**src/rtl/wfs_pkg.sv**
```systemverilog
// Shared types, constants and helper functions for the winnowing fingerprint stream.
// Used by the hash cells, the window cells and the top level; depends on nothing.
`default_nettype none

package wfs_pkg;

  // Sizing of the k-gram chain, the window chain and the position counter.
  localparam int MAX_KGRAM  = 64;
  localparam int MAX_WINDOW = 64;
  localparam int POS_WIDTH  = 32;

  localparam int K_W    = $clog2(MAX_KGRAM + 1);
  localparam int KIDX_W = (MAX_KGRAM > 1) ? $clog2(MAX_KGRAM) : 1;
  localparam int W_W    = $clog2(MAX_WINDOW + 1);
  localparam int IDX_W  = (MAX_WINDOW > 1) ? $clog2(MAX_WINDOW) : 1;

  // Register reset values and register indexes on the configuration port.
  localparam logic [6:0] KGRAM_RESET     = 7'd5;
  localparam logic [6:0] GUARANTEE_RESET = 7'd8;
  localparam logic       REG_KGRAM       = 1'b0;
  localparam logic       REG_GUARANTEE   = 1'b1;

  typedef logic [31:0]          hash_t;
  typedef logic [POS_WIDTH-1:0] pos_t;

  localparam pos_t POS_MAX = '1;

  // One window entry: a k-gram hash and the start position of its k-gram.
  typedef struct packed {
    hash_t hash;
    pos_t  pos;
  } win_entry_t;

  // Control for the hash cell row.
  typedef struct packed {
    logic shift;
    logic clear;
  } hash_ctrl_t;

  // Control for the window cell row.
  typedef struct packed {
    logic push;
    logic rotate;
  } win_ctrl_t;

  // Multiply by the hash base 31 with a shift and a subtract, modulo 2^32.
  function automatic hash_t times31(hash_t h);
    return (h << 5) - h;
  endfunction

  // Effective k-gram length, clamped to 1..MAX_KGRAM.
  function automatic logic [K_W-1:0] effective_k(logic [6:0] kreg);
    int k;
    k = int'(kreg);
    if (k < 1) k = 1;
    if (k > MAX_KGRAM) k = MAX_KGRAM;
    return K_W'(k);
  endfunction

  // Effective window size max(1, t - k + 1), clamped to MAX_WINDOW.
  function automatic logic [W_W-1:0] effective_w(logic [6:0] treg, logic [K_W-1:0] k);
    int w;
    w = int'(treg) - int'(k) + 1;
    if (w < 1) w = 1;
    if (w > MAX_WINDOW) w = MAX_WINDOW;
    return W_W'(w);
  endfunction

endpackage

`default_nettype wire

```
**src/rtl/wfs_window_cell.sv**
```systemverilog
// One cell of the window row: holds one k-gram hash and its start position.
// Depends on wfs_pkg; shifts toward older entries on a push and rotates on a scan step.
`default_nettype none

module wfs_window_cell (
  input  logic                clk,
  input  wfs_pkg::win_ctrl_t  ctrl,
  input  wfs_pkg::win_entry_t newer_in,
  input  wfs_pkg::win_entry_t older_in,
  output wfs_pkg::win_entry_t entry
);
  import wfs_pkg::*;

  // A push takes the newer neighbor's entry; a scan step takes the older one.
  always_ff @(posedge clk) begin
    if (ctrl.push) begin
      entry <= newer_in;
    end else if (ctrl.rotate) begin
      entry <= older_in;
    end
  end

endmodule

`default_nettype wire

```
**config.mk**
```make
export PLATFORM = sky130hd
export DESIGN_NAME = wfs_window_cell
export DESIGN_NICKNAME = d
export VERILOG_FILES = /design/src/rtl/wfs_pkg.sv /design/src/rtl/wfs_window_cell.sv
export SDC_FILE = /design/constraint.sdc
export NUM_CORES = 1
export LEC_CHECK = 0
export ABC_AREA = 1
export BUFFER_PORTS_ARGS = -buffer_cell sky130_fd_sc_hd__buf_4
export CORE_ASPECT_RATIO = 1.2
export CORE_UTILIZATION = 44
export CTS_BUF_LIST = sky130_fd_sc_hd__clkbuf_16
export DETAILED_ROUTE_END_ITERATION = 12
export GPL_ROUTABILITY_DRIVEN = 0
export PLACE_DENSITY = 0.85
export SLEW_MARGIN = 0
export SYNTH_ARGS = -nofsm -noshare
export SYNTH_HDL_FRONTEND = slang
export SYNTH_SLANG_ARGS = --single-unit
```
**constraint.sdc**
```tcl
create_clock -name clk -period 3.2 [get_ports clk]
set_input_delay 0.64 -clock clk [delete_from_list [all_inputs] [get_ports clk]]
set_output_delay 0.64 -clock clk [all_outputs]
set_load 0.02 [all_outputs]
```
## Word level (Yosys, flattened, before mapping)

Index checks and enable logic that the tools add are counted.

- Flip-flop bits (word level): 64
- Input port bits: 131
- Output and inout bits: 64
- Word-level logic and storage cells: 5

- Multiplexer cells: 2
- Reductions and logical operators: 1

Operators by type and width:

| kind | count |
|---|---|
| 64-bit two-way mux | 2 |
| 2-bit nonzero test | 1 |

## Longest topological paths before layout

- Depth in word-level cells: 2
- Gate-level depth with buffers: 4
- Mapped depth without buffers: 3

## Worst setup path after synthesis

OpenSTA, ideal clock, no wires.

- Path type: input-to-reg
- From: input ctrl[1] (netlist bit)
- To: register entry[0] (netlist bit), enable pin
- Setup time: 0.394 ns
- Arrival: 1.607 ns
- Required time: 2.806 ns
- Setup slack: 1.199 ns
- Stages on the path: 2
- Buffers on the path: 1
- Path through: buf_6 > or2_2

- Cells in the longest elaborated chain, start to end: 1

Ends and longest elaborated chain:

| element | RTL line | source |
|---|---|---|
| from (decl) | wfs_window_cell.sv:7 | `input wfs_pkg::win_ctrl_t ctrl,` |
| 2-bit nonzero test (no source line) | -- |  |
| to (signal assigned) | wfs_window_cell.sv:17 | `entry <= newer_in;` |
| to (signal assigned) | wfs_window_cell.sv:19 | `entry <= older_in;` |
| to (decl) | wfs_window_cell.sv:10 | `output wfs_pkg::win_entry_t entry` |

Every way passes these cells.
A chain may end at the register's enable or synchronous reset.

## Worst setup path after layout

- From: input ctrl[1] (netlist bit)
- To: register entry[5] (netlist bit) (data pin)

- Cells in the longest elaborated chain, start to end: 1

Ends and longest elaborated chain:

| element | RTL line | source |
|---|---|---|
| 64-bit two-way mux | wfs_window_cell.sv:16 | `if (ctrl.push) begin` |

Every way passes these cells.

==> load_flow_metrics.sql <==
INSERT INTO impl_metrics (metric_group, metric, value, unit) VALUES
('synthesis', 'postSynthRegisterBits', '64', ''),
('cts', 'post_cts_gate_resize_count', '0', ''),
('drt', 'ant_nets', '0', ''),
('cells_and_area', 'final-instance-count-excl-fill', '552', ''),
('synthesis', 'synth_compound_area_share', '0', '%'),
('grt', 'grt_pass1_wl', '11100', 'um'),
('placed_design', 'dpl_cell_area', '0.00423', 'mm2'),
('synthesis', 'parity_gate_share_of_the_synthesized_area_counting_xor_and_xnor_cells', '0', '%'),
('sta', 'setup_viol_count_final', '0', ''),
('die', 'initial_utilization', '45.5', '%'),
('sta', 'slew-limit-headroom', '32.4', '%'),
('cts', 'cts_root_buffer', 'clkbuf_16', ''),
('worst_setup_path', 'critical_path.endpoint_type', 'flip-flop', ''),
('synthesis', 'synthesis.area_per_instance', '10.2', 'um2'),
('drt', 'maxUsedRoutingLayer', 'met4', ''),
('cts', 'clock-sinks', '64', ''),
('synthesis', 'synth_seq_area_share', '69.8', '%'),
('placed_design', 'io_buffer_count', '194', ''),
('sta', 'grt_setup_unrepaired', 'false', ''),
('drt', 'wl_per_cell', '14.1', 'um'),
('drt', 'via_per_inst', '4.63', ''),
('cells_and_area', 'post_route_cells_drive_above_1_share', '44.9', '%'),
('synthesis', 'synthSimpleGateAreaFrac', '26.4', '%'),
('grt', 'number_of_global_route_vias_before_repair', '2456', ''),
('worst_setup_path', 'worstPathMaxFanout', '65', ''),
('cts', 'clk_pin_slew', '0.05', 'ns'),
('worst_setup_path', 'worst-endpoint-arrival', '2.14', 'ns'),
('die', 'ioPinCount', '195', ''),
('placed_design', 'dp_cells', '536', ''),
('grt', 'grt_antenna_before_repair', '0', ''),
('die', 'dieArea', '0.00658', 'mm2'),
('sta', 'fmaxAchievable', '0.483', 'GHz'),
('run_status', 'status', 'finished clean', ''),
('cts', 'tritoncts', 'yes', ''),
('cells_and_area', 'largest_register', 'entry', ''),
('die', 'num_rows', '31', ''),
('power_and_ir_drop', 'power_density_normalized_to_cell_area', '531', 'mW/mm2'),
('cts', 'clock_path_buffers', '2', ''),
('die', 'die_width', '74.2', 'um'),
('grt', 'groute.usage.overall', '23.0', '%'),
('grt', 'grt_max_degree', '66', ''),
('flow_run', 'cap_violations', '0', ''),
('drt', 'drc_errors', '0', ''),
('sta', 'timing.final.crit_period', '2.07', 'ns'),
('cts', 'numCtsBuffers', '9', ''),
('worst_setup_path', 'critical_path.startpoint_type', 'input pin', ''),
('sta', 'final.period_utilization', '64.7', '%'),
('cts', 'cts_hold_buffers', '0', ''),
('drt', 'detail_route.wirelength.met1', '2600', 'um'),
('grt', 'grt-ovfl-total', '0', ''),
('die', 'dieHeight', '88.7', 'um'),
('drt', 'routed-wl-met2', '4220', 'um'),
('synthesis', 'netlist_instances', '271', ''),
('cells_and_area', 'largest_register_ff_count', '64', ''),
('power_and_ir_drop', 'leakage', '2.31', 'nW'),
('cts', 'post_cts_buffers', '0', ''),
('synthesis', 'synth.cell_area', '0.00276', 'mm2'),
('sta', 'report.final.slew_viol_count', '0', ''),
('sta', 'final.setup.tns', '0', 'ns'),
('cts', 'cts_max_level', '3', ''),
('cells_and_area', 'final_area', '0.00448', 'mm2'),
('sta', 'final-hold-violation-count', '0', ''),
('hold_path', 'min-delay-path-class', 'input pin to flip-flop', ''),
('die', 'design.core.area', '0.00605', 'mm2'),
('cells_and_area', 'registers_with_the_most_flip_flops', 'entry x64', ''),
('synthesis', 'ys_warn_count', '0', ''),
('cells_and_area', 'footprint_of_the_multi_input_gates', '727', 'um2'),
('cells_and_area', 'layout-area-overhead-vs-synth', '62.7', '%'),
('power_and_ir_drop', 'ir_drop', '0.367', 'mV'),
('drt', 'dr.pass1.iters', '4', ''),
('synthesis', 'synthesis.nets', '402', ''),
('cells_and_area', 'register_area', '0.00192', 'mm2'),
('synthesis', 'synth_top_family_by_area', 'simple AND/OR/NAND/NOR gates', ''),
('drt', 'detailroute.via_count', '2557', ''),
('worst_setup_path', 'worstPathRequired', '3.27', 'ns'),
('drt', 'wirelength', '7780', 'um'),
('cells_and_area', 'diodes', '0', ''),
('cells_and_area', 'finalNetCount', '596', ''),
('cells_and_area', 'final_layout_fill_cell_count', '450', ''),
('worst_setup_path', 'critPathKind', 'input pin to flip-flop', ''),
('drt', 'drt_first_iter_violations', '125', ''),
('synthesis', 'synthAdderAreaFrac', '0', '%'),
('drt', 'met3WireLength', '616', 'um'),
('sta', 'worst_pin_slew', '1.01', 'ns'),
('synthesis', 'synth_cell_type_count', '6', ''),
('synthesis', 'yosys-mux-area-fraction', '0', '%');
==> path summary, 6_finish.rpt <==
| kind | from | endpoint | cells past startpoint |
|---|---|---|---|
| setup / recovery | ctrl[1] | entry[5] | 5 |
| hold / removal | older_in[17] | entry[17] | 3 |
==> report_power, final <==
group	switching (mW)	leakage [nW]	internal, mW
registers	0.0256	0.659	1.03
logic	0.253	1.51	0.237
clock network	0.325	0.139	0.509
total	0.604	2.31	1.78
==> cells by family (layout without fill, tap and decap cells) <==
kind of cell,after synthesis,count (layout)
buffers and inverters,14,213
AND/OR/NAND/NOR,193,193
flip-flops,64,64
==> Yosys cell counts <==
cell type | instances | area, um2
edfxtp_1 | 64 | 1920
buf_2 | 7 | 35.0
buf_6 | 6 | 67.6
inv_2 | 1 | 3.75
nand2_1 | 192 | 721
or2_2 | 1 | 6.26
==> worst max-delay path, cell delays in order <==
cell     delay (ns)
buf_4          0.08
buf_4          0.51
inv_2          0.58
nand2_1        0.22
nand2_1        0.07
==> cell type report <==
class / count / area share (%)
Clock buffer: 9 / 5.02
Clock inverter: 7 / 0.698
Inverter: 1 / 0.0837
Multi-Input combinational cell: 193 / 16.2
Sequential cell: 64 / 42.9
Tap cell: 82 / 2.29
Timing Repair Buffer: 196 / 32.8
==> per-stage QoR <==
stage / total power [mW] / hold WS [ns] / utilization, % / setup slack (ns)
after global routing: 2.47 / 0.583 / 74.1 / 0.969
after floorplan: 1.29 / 0.819 / - / 1.20
after global placement: 1.55 / 0.901 / 69.9 / 0.864
after CTS: 2.39 / 0.575 / 74.1 / 1.14
after detailed placement: 1.57 / 0.905 / 69.9 / 0.811
final: 2.38 / 0.584 / 74.1 / 1.13
==> per-layer routing <==
metal  global-route usage [%]  up-vias
met1                     23.6     1129
met4                     15.3        0
met5                        0        -
met2                     41.7      143
met3                     4.78       28
li1                         -     1257
==> placed cells by master, fill, tap and decap left out, drive strengths merged <==
cell type	instances
buf	196
nand2	192
edfxtp	64
clkbuf	9
clkinv	5
inv	3
or2	1
(Power assumes the default switching activity.)
