`config.mk`:
```
export PLATFORM = sky130hd
export DESIGN_NAME = wfs_hash_cell
export DESIGN_NICKNAME = d
export VERILOG_FILES = /design/src/rtl/wfs_pkg.sv /design/src/rtl/wfs_hash_cell.sv
export SDC_FILE = /design/constraint.sdc
export NUM_CORES = 1
export LEC_CHECK = 0
export ABC_AREA = 1
export BUFFER_PORTS_ARGS = -buffer_cell sky130_fd_sc_hd__buf_2
export CAP_MARGIN = 20
export CELL_PAD_IN_SITES_DETAIL_PLACEMENT = 1
export CELL_PAD_IN_SITES_GLOBAL_PLACEMENT = 2
export CORE_MARGIN = 1.5
export CORE_UTILIZATION = 27
export CTS_BUF_LIST = sky130_fd_sc_hd__clkbuf_4 sky130_fd_sc_hd__clkbuf_8
export DETAILED_ROUTE_END_ITERATION = 8
export PLACE_DENSITY = 0.84
export SETUP_SLACK_MARGIN = 0.3
export SYNTH_ARGS = -nofsm -noshare
export SYNTH_HDL_FRONTEND = slang
export SYNTH_SLANG_ARGS = --single-unit
```
`constraint.sdc`:
```
create_clock -name clk -period 2.05 [get_ports clk]
set_input_delay 0.205 -clock clk [delete_from_list [all_inputs] [get_ports clk]]
set_output_delay 0.205 -clock clk [all_outputs]
set_load 0.01 [all_outputs]
```
`src/rtl/wfs_pkg.sv`:
```
// Shared types, constants and helper functions for the winnowing fingerprint stream.
// Used by the hash cells, the window cells and the top level; depends on nothing.
`default_nettype none

package wfs_pkg;

  // Sizing of the k-gram chain, the window chain and the position counter.
  localparam int MAX_KGRAM  = 64;
  localparam int MAX_WINDOW = 64;
  localparam int POS_WIDTH  = 32;

  localparam int K_W    = $clog2(MAX_KGRAM + 1);
  localparam int KIDX_W = (MAX_KGRAM > 1) ? $clog2(MAX_KGRAM) : 1;
  localparam int W_W    = $clog2(MAX_WINDOW + 1);
  localparam int IDX_W  = (MAX_WINDOW > 1) ? $clog2(MAX_WINDOW) : 1;

  // Register reset values and register indexes on the configuration port.
  localparam logic [6:0] KGRAM_RESET     = 7'd5;
  localparam logic [6:0] GUARANTEE_RESET = 7'd8;
  localparam logic       REG_KGRAM       = 1'b0;
  localparam logic       REG_GUARANTEE   = 1'b1;

  typedef logic [31:0]          hash_t;
  typedef logic [POS_WIDTH-1:0] pos_t;

  localparam pos_t POS_MAX = '1;

  // One window entry: a k-gram hash and the start position of its k-gram.
  typedef struct packed {
    hash_t hash;
    pos_t  pos;
  } win_entry_t;

  // Control for the hash cell row.
  typedef struct packed {
    logic shift;
    logic clear;
  } hash_ctrl_t;

  // Control for the window cell row.
  typedef struct packed {
    logic push;
    logic rotate;
  } win_ctrl_t;

  // Multiply by the hash base 31 with a shift and a subtract, modulo 2^32.
  function automatic hash_t times31(hash_t h);
    return (h << 5) - h;
  endfunction

  // Effective k-gram length, clamped to 1..MAX_KGRAM.
  function automatic logic [K_W-1:0] effective_k(logic [6:0] kreg);
    int k;
    k = int'(kreg);
    if (k < 1) k = 1;
    if (k > MAX_KGRAM) k = MAX_KGRAM;
    return K_W'(k);
  endfunction

  // Effective window size max(1, t - k + 1), clamped to MAX_WINDOW.
  function automatic logic [W_W-1:0] effective_w(logic [6:0] treg, logic [K_W-1:0] k);
    int w;
    w = int'(treg) - int'(k) + 1;
    if (w < 1) w = 1;
    if (w > MAX_WINDOW) w = MAX_WINDOW;
    return W_W'(w);
  endfunction

endpackage

`default_nettype wire

```
`src/rtl/wfs_hash_cell.sv`:
```
// One cell of the hash row: holds the polynomial hash of the newest L bytes.
// Depends on wfs_pkg; takes the hash of the newest L-1 bytes from its left neighbor.
`default_nettype none

module wfs_hash_cell (
  input  logic               clk,
  input  logic               rst,
  input  wfs_pkg::hash_ctrl_t ctrl,
  input  wfs_pkg::hash_t     prev_hash,
  input  logic [7:0]         text_byte,
  output wfs_pkg::hash_t     hash
);
  import wfs_pkg::*;

  hash_t hash_next;

  // A new text starts from an all-zero history, so the neighbor counts as zero.
  always_comb begin
    if (ctrl.clear) begin
      hash_next = hash_t'(text_byte);
    end else begin
      hash_next = times31(prev_hash) + hash_t'(text_byte);
    end
  end

  always_ff @(posedge clk) begin
    if (rst) begin
      hash <= '0;
    end else if (ctrl.shift) begin
      hash <= hash_next;
    end
  end

endmodule

`default_nettype wire

```
# [After elaboration in Yosys (flattened, before gate mapping)]
# Cells that the tools add are included.
# W data, S select, Z words.
[word_totals] reg_bits=32 in_bits=44 output_inout_bits=32
[classes] add_sub_neg=2 n_mux=1
[op_table] operator="$add A32 B8 Y32" count=1
[op_table] operator="$mux W32" count=1
[op_table] operator="$sub A32 B32 Y32" count=1

# [Depth between registers and ports, before layout]
[depth] depth_word=3 ltp_mapped=16 depth_no_buf=16

# [Least setup slack after synthesis]
# Ideal clock, no wire load.
[synth_path] path_type="input -> register" start="input prev_hash[1]" end="register hash[17]" setup_time_ns=0.135 arrival_ns=1.916 setup_slack_ns=-0.002 stages=15 path_buffers=0 path_cell_list="inv_1 > ha_1 > ha_1 > inv_1 > fa_1 > inv_1 > nand3_1 > nand3_1 > nand2_1 > nand2_1 > inv_1 > o21ai_0 > nand2_1 > nand3_1 > a21oi_1"
[synth_via] elab_chain_cells=3
[synth_rtl] element="from (decl)" line="wfs_hash_cell.sv:9" text="input wfs_pkg::hash_t prev_hash,"
[synth_rtl] element="$sub A32 B32 Y32" line="wfs_pkg.sv:48" text="return (h << 5) - h;"
[synth_rtl] element="$add A32 B8 Y32" line="wfs_hash_cell.sv:22" text="hash_next = times31(prev_hash) + hash_t'(text_byte);"
[synth_rtl] element="$mux W32" line="wfs_hash_cell.sv:19" text="if (ctrl.clear) begin"
[synth_rtl] element="to (signal assigned)" line="wfs_hash_cell.sv:30" text="hash <= hash_next;"
[synth_rtl] element="to (decl)" line="wfs_hash_cell.sv:11" text="output wfs_pkg::hash_t hash"
# No other way between the ends.
# A chain may end at the register's enable or synchronous reset.

# [Worst setup path after layout]
[layout_path] start="input prev_hash[7]" end="register hash[31]"
# The elaborated chain is that of the path after synthesis.

==> results.txt <==
The run finished with clean final reports. The global-route wire length before repair is 24200 µm. The later pin in the worst-skew pair is clocked with a latency of 0.28 ns. For the final routed database, the setup TNS stands at 0 ns.

The via count was 4772. Via count of the first global-routing pass: 4766. The number of antenna violations at the first check in global routing is 0, and the largest net degree at the start of global routing is 38. The largest registers in the layout are hash: 32 flops. At the end of the flow the core is filled with cells to 42.6%.

Summing all non-filler instances in the final layout gives an area of 6430 µm². From synthesis to final layout, the design area changed by 55.6%. The critical path goes through buf_8 > fa_1 > inv_2 > ha_4 > nand2_4 > nor3_2 > nand2_2 > nand2_4 > buf_12 > nand2_4 > nand2_2 > nand2_2 > nand3_2 > a21oi_2.

The clock passes through at most 2 buffers. For the count of pins over their slew limit, the log shows 0. The critical path is of the in2reg type.

At the placement stage, the worst setup path has a slack of -0.270 ns. The logs give 4130 µm² for the mapped cell area and 2 for the maximum level of the CTS H-tree. 76 I/O pins were placed. The number of port buffers came out at 75. STA puts the critical path data required time at 2.24 ns.

For the cell leakage power, the log shows 3.37 nW. The largest individual stage delay along the critical path comes from the cell fa_1. For the residual DRC count, the log shows 0. Across the VDD grid, the largest voltage drop is 0.204 mV.

TritonCTS built the clock tree. The die is 127 µm wide. Counting I/O delays and the setup requirement, the final critical path takes 2.02 ns. After global routing the overflow that remains totals 0. The most used flip-flop cell after synthesis is dfxtp_1. The net count of the finished layout is 935. For the setup skew after layout, the log shows 0 ns. The initial utilization of the core area, before any placement, comes to 27.4%.

Setup repair after global routing could not meet its margin everywhere. In this run, the number of DRC markers left after iteration 0 of detailed routing was 238. Detailed placement finished with a half-perimeter wire length of 12600 µm.

After detailed routing, the average wire length per cell comes to 16.1 µm. The share of cells above drive strength 1 came out at 45.9%. STA classifies the critical path endpoint as a register. The power per cell area came out at 534 nW/µm². The die extent in y was 127 µm; the number of synthesized register bits was 32.

Timing would allow up to 495 MHz. Count of flip-flops with a built-in enable after synthesis: 0. The number of hold violations in the final report is 0, and the overall track demand over capacity in global routing is 19.0%. The antenna diode count is 0. STA classifies the critical path startpoint as a primary input. In the synthesized netlist the async set-or-reset flop fraction comes to 0%. When the netlist entered floorplanning its net count stood at 790. The synthesized area per cell came out at 6.04 µm². CTS saw 32 sinks. The run gives 5 as the number of CTS-inserted buffers. STA puts the critical path data arrival time at 2.21 ns.

The maximum fanout along the worst path works out to 4. Synthesis produced a netlist whose cell count is 684. The worst path uses 98.5% of the clock period. The path class of the tightest hold or removal check is in2reg.

The count of antenna-violating nets left after detailed routing came out at 0. The Yosys step of the flow raised 0 warnings. The register with the most flip-flops in the final layout is hash.

The first TritonRoute pass finished after 4 iterations. The logs give 45 for the floorplan row count and 1919 for the count of fill cells added during filler insertion. For this run, the number of standard cells in the final layout without fillers is 1018. After detailed placement, the total cell area comes to 5320 µm².

Setup violations remaining at the end of the flow were counted as 0. The transition time at the pin with the least slew margin works out to 0.552 ns. The register with the most flip-flops in the layout has 32 of them. Across the run, the number of max-cap violations was 0. The placer congestion estimate is 0.862, and the headroom to the max-slew limit is 63.2%.

The core region is 15100 µm². The tree is rooted in a clkbuf_8. The maximum single-stage delay on the critical path came out at 0.57 ns.

Yosys mapped the design onto 30 distinct sky130hd cell types. The number of placed instances, taps included is 1003, and the number of vias per cell after detailed routing is 4.69. For the overall routed net length, the log shows 16400 µm.

Sequential elements use 15.5% of the synthesized area. In the post-route analysis, the smallest setup slack over all paths is 0.0306 ns. For the area of the die, the log shows 16000 µm². After clock tree synthesis, the clock-pin slew on the worst setup and hold paths is 0.08 ns.
## worst max-delay path: cells and delay by family
| family | cells | cell delay [ns] |
|---|---|---|
| buffers and inverters | 3 | 0.27 |
| adders and majority gates | 2 | 0.88 |
| AOI/OAI and AO/OA | 1 | 0.04 |
| and+or+nand+nor | 8 | 0.80 |
## cells in the final DEF, fill, tap and decap left out, types with 6 or more instances in the layout
cell type / count
a21oi_1: 43
a21oi_2: 14
buf_2: 68
buf_4: 69
buf_6: 7
dfxtp_1: 32
ha_1: 26
ha_4: 27
inv_1: 117
inv_2: 23
nand2_1: 159
nand2_2: 55
nand2_4: 20
nand3_1: 14
nand3_2: 26
nand3_4: 7
nand4_1: 6
nor2_1: 18
nor2_2: 9
nor2_4: 16
o21ai_0: 9
o21ai_1: 7
## repair_timing
action	CTS	global route
hold buffers	0	0
setup endpoints to repair	26	28
pin swaps	34	55
endpoints found under the hold margin	0	0
buffers inserted	4	3
gates resized for setup	97	126
gates cloned	0	0
## cell families (layout without fill, tap and decap cells)
logic type | after synthesis | count (layout) | synth area share, %
flops | 32 | 32 | 15.5
fa+ha+maj | 62 | 62 | 19.5
buf+inv | 154 | 300 | 14.2
xor+xnor | 6 | 6 | 1.27
compound gates | 93 | 93 | 12.9
simple gates | 337 | 337 | 36.6
## metal layers
layer,vias to the layer above,part of all wire [%],GRT usage (%)
met2,72,48,32.1
met4,0,0.97,2.94
met3,12,3.2,1.10
li1,2421,-,-
met5,-,0,0
met1,2267,47,27.1
## synth_stat cells (7+ instances only)
library cell    n  area [µm²]
nand2_1       219         822
inv_1         139         522
ha_1           58         726
a21oi_1        54         270
nand3_1        34         170
dfxtp_1        32         641
nor2_1         31         116
o21ai_0        19        95.1
nand2_2        15        93.8
nand3_2        13         130
nor2_2          9        56.3
a21oi_2         7        61.3
## report_power, final
group	internal, mW	switching [mW]
clock network	0.360	0.255
registers	0.670	0.0261
logic	0.894	1.22
## through the flow
| stage | hold slack, ns | total power, mW |
|---|---|---|
| after floorplan | 0.393 | 1.67 |
| after CTS | 0.249 | 3.14 |
| after global routing | 0.285 | 3.66 |
| after detailed placement | 0.455 | 2.32 |
| after global placement | 0.452 | 2.29 |
| final | 0.251 | 3.43 |
## final timing paths
| path | end | depth (start not counted) | slack [ns] | from |
|---|---|---|---|---|
| hold reg to reg | hash[19] | 2 | 0.46 | hash[19] |
| setup / recovery | hash[31] | 14 | 0.03 | prev_hash[7] |
| hold / removal | hash[5] | 3 | 0.25 | ctrl[1] |
| setup reg to reg | hash[12] | 2 | 1.29 | hash[12] |
## final cells by class
| cell class | instances | area (µm²) | area share (%) |
|---|---|---|---|
| clock buffers | 5 | 68.8 | 1.07 |
| well taps | 188 | 235 | 3.66 |
| multi-input cells | 498 | 3880 | 60.4 |
| repair buffers | 148 | 1010 | 15.7 |
| inverters | 144 | 551 | 8.57 |
| flip-flops and latches | 32 | 641 | 9.97 |
| clock inverters | 3 | 42.5 | 0.662 |
Note: power is estimated with default switching activity, not from simulation.
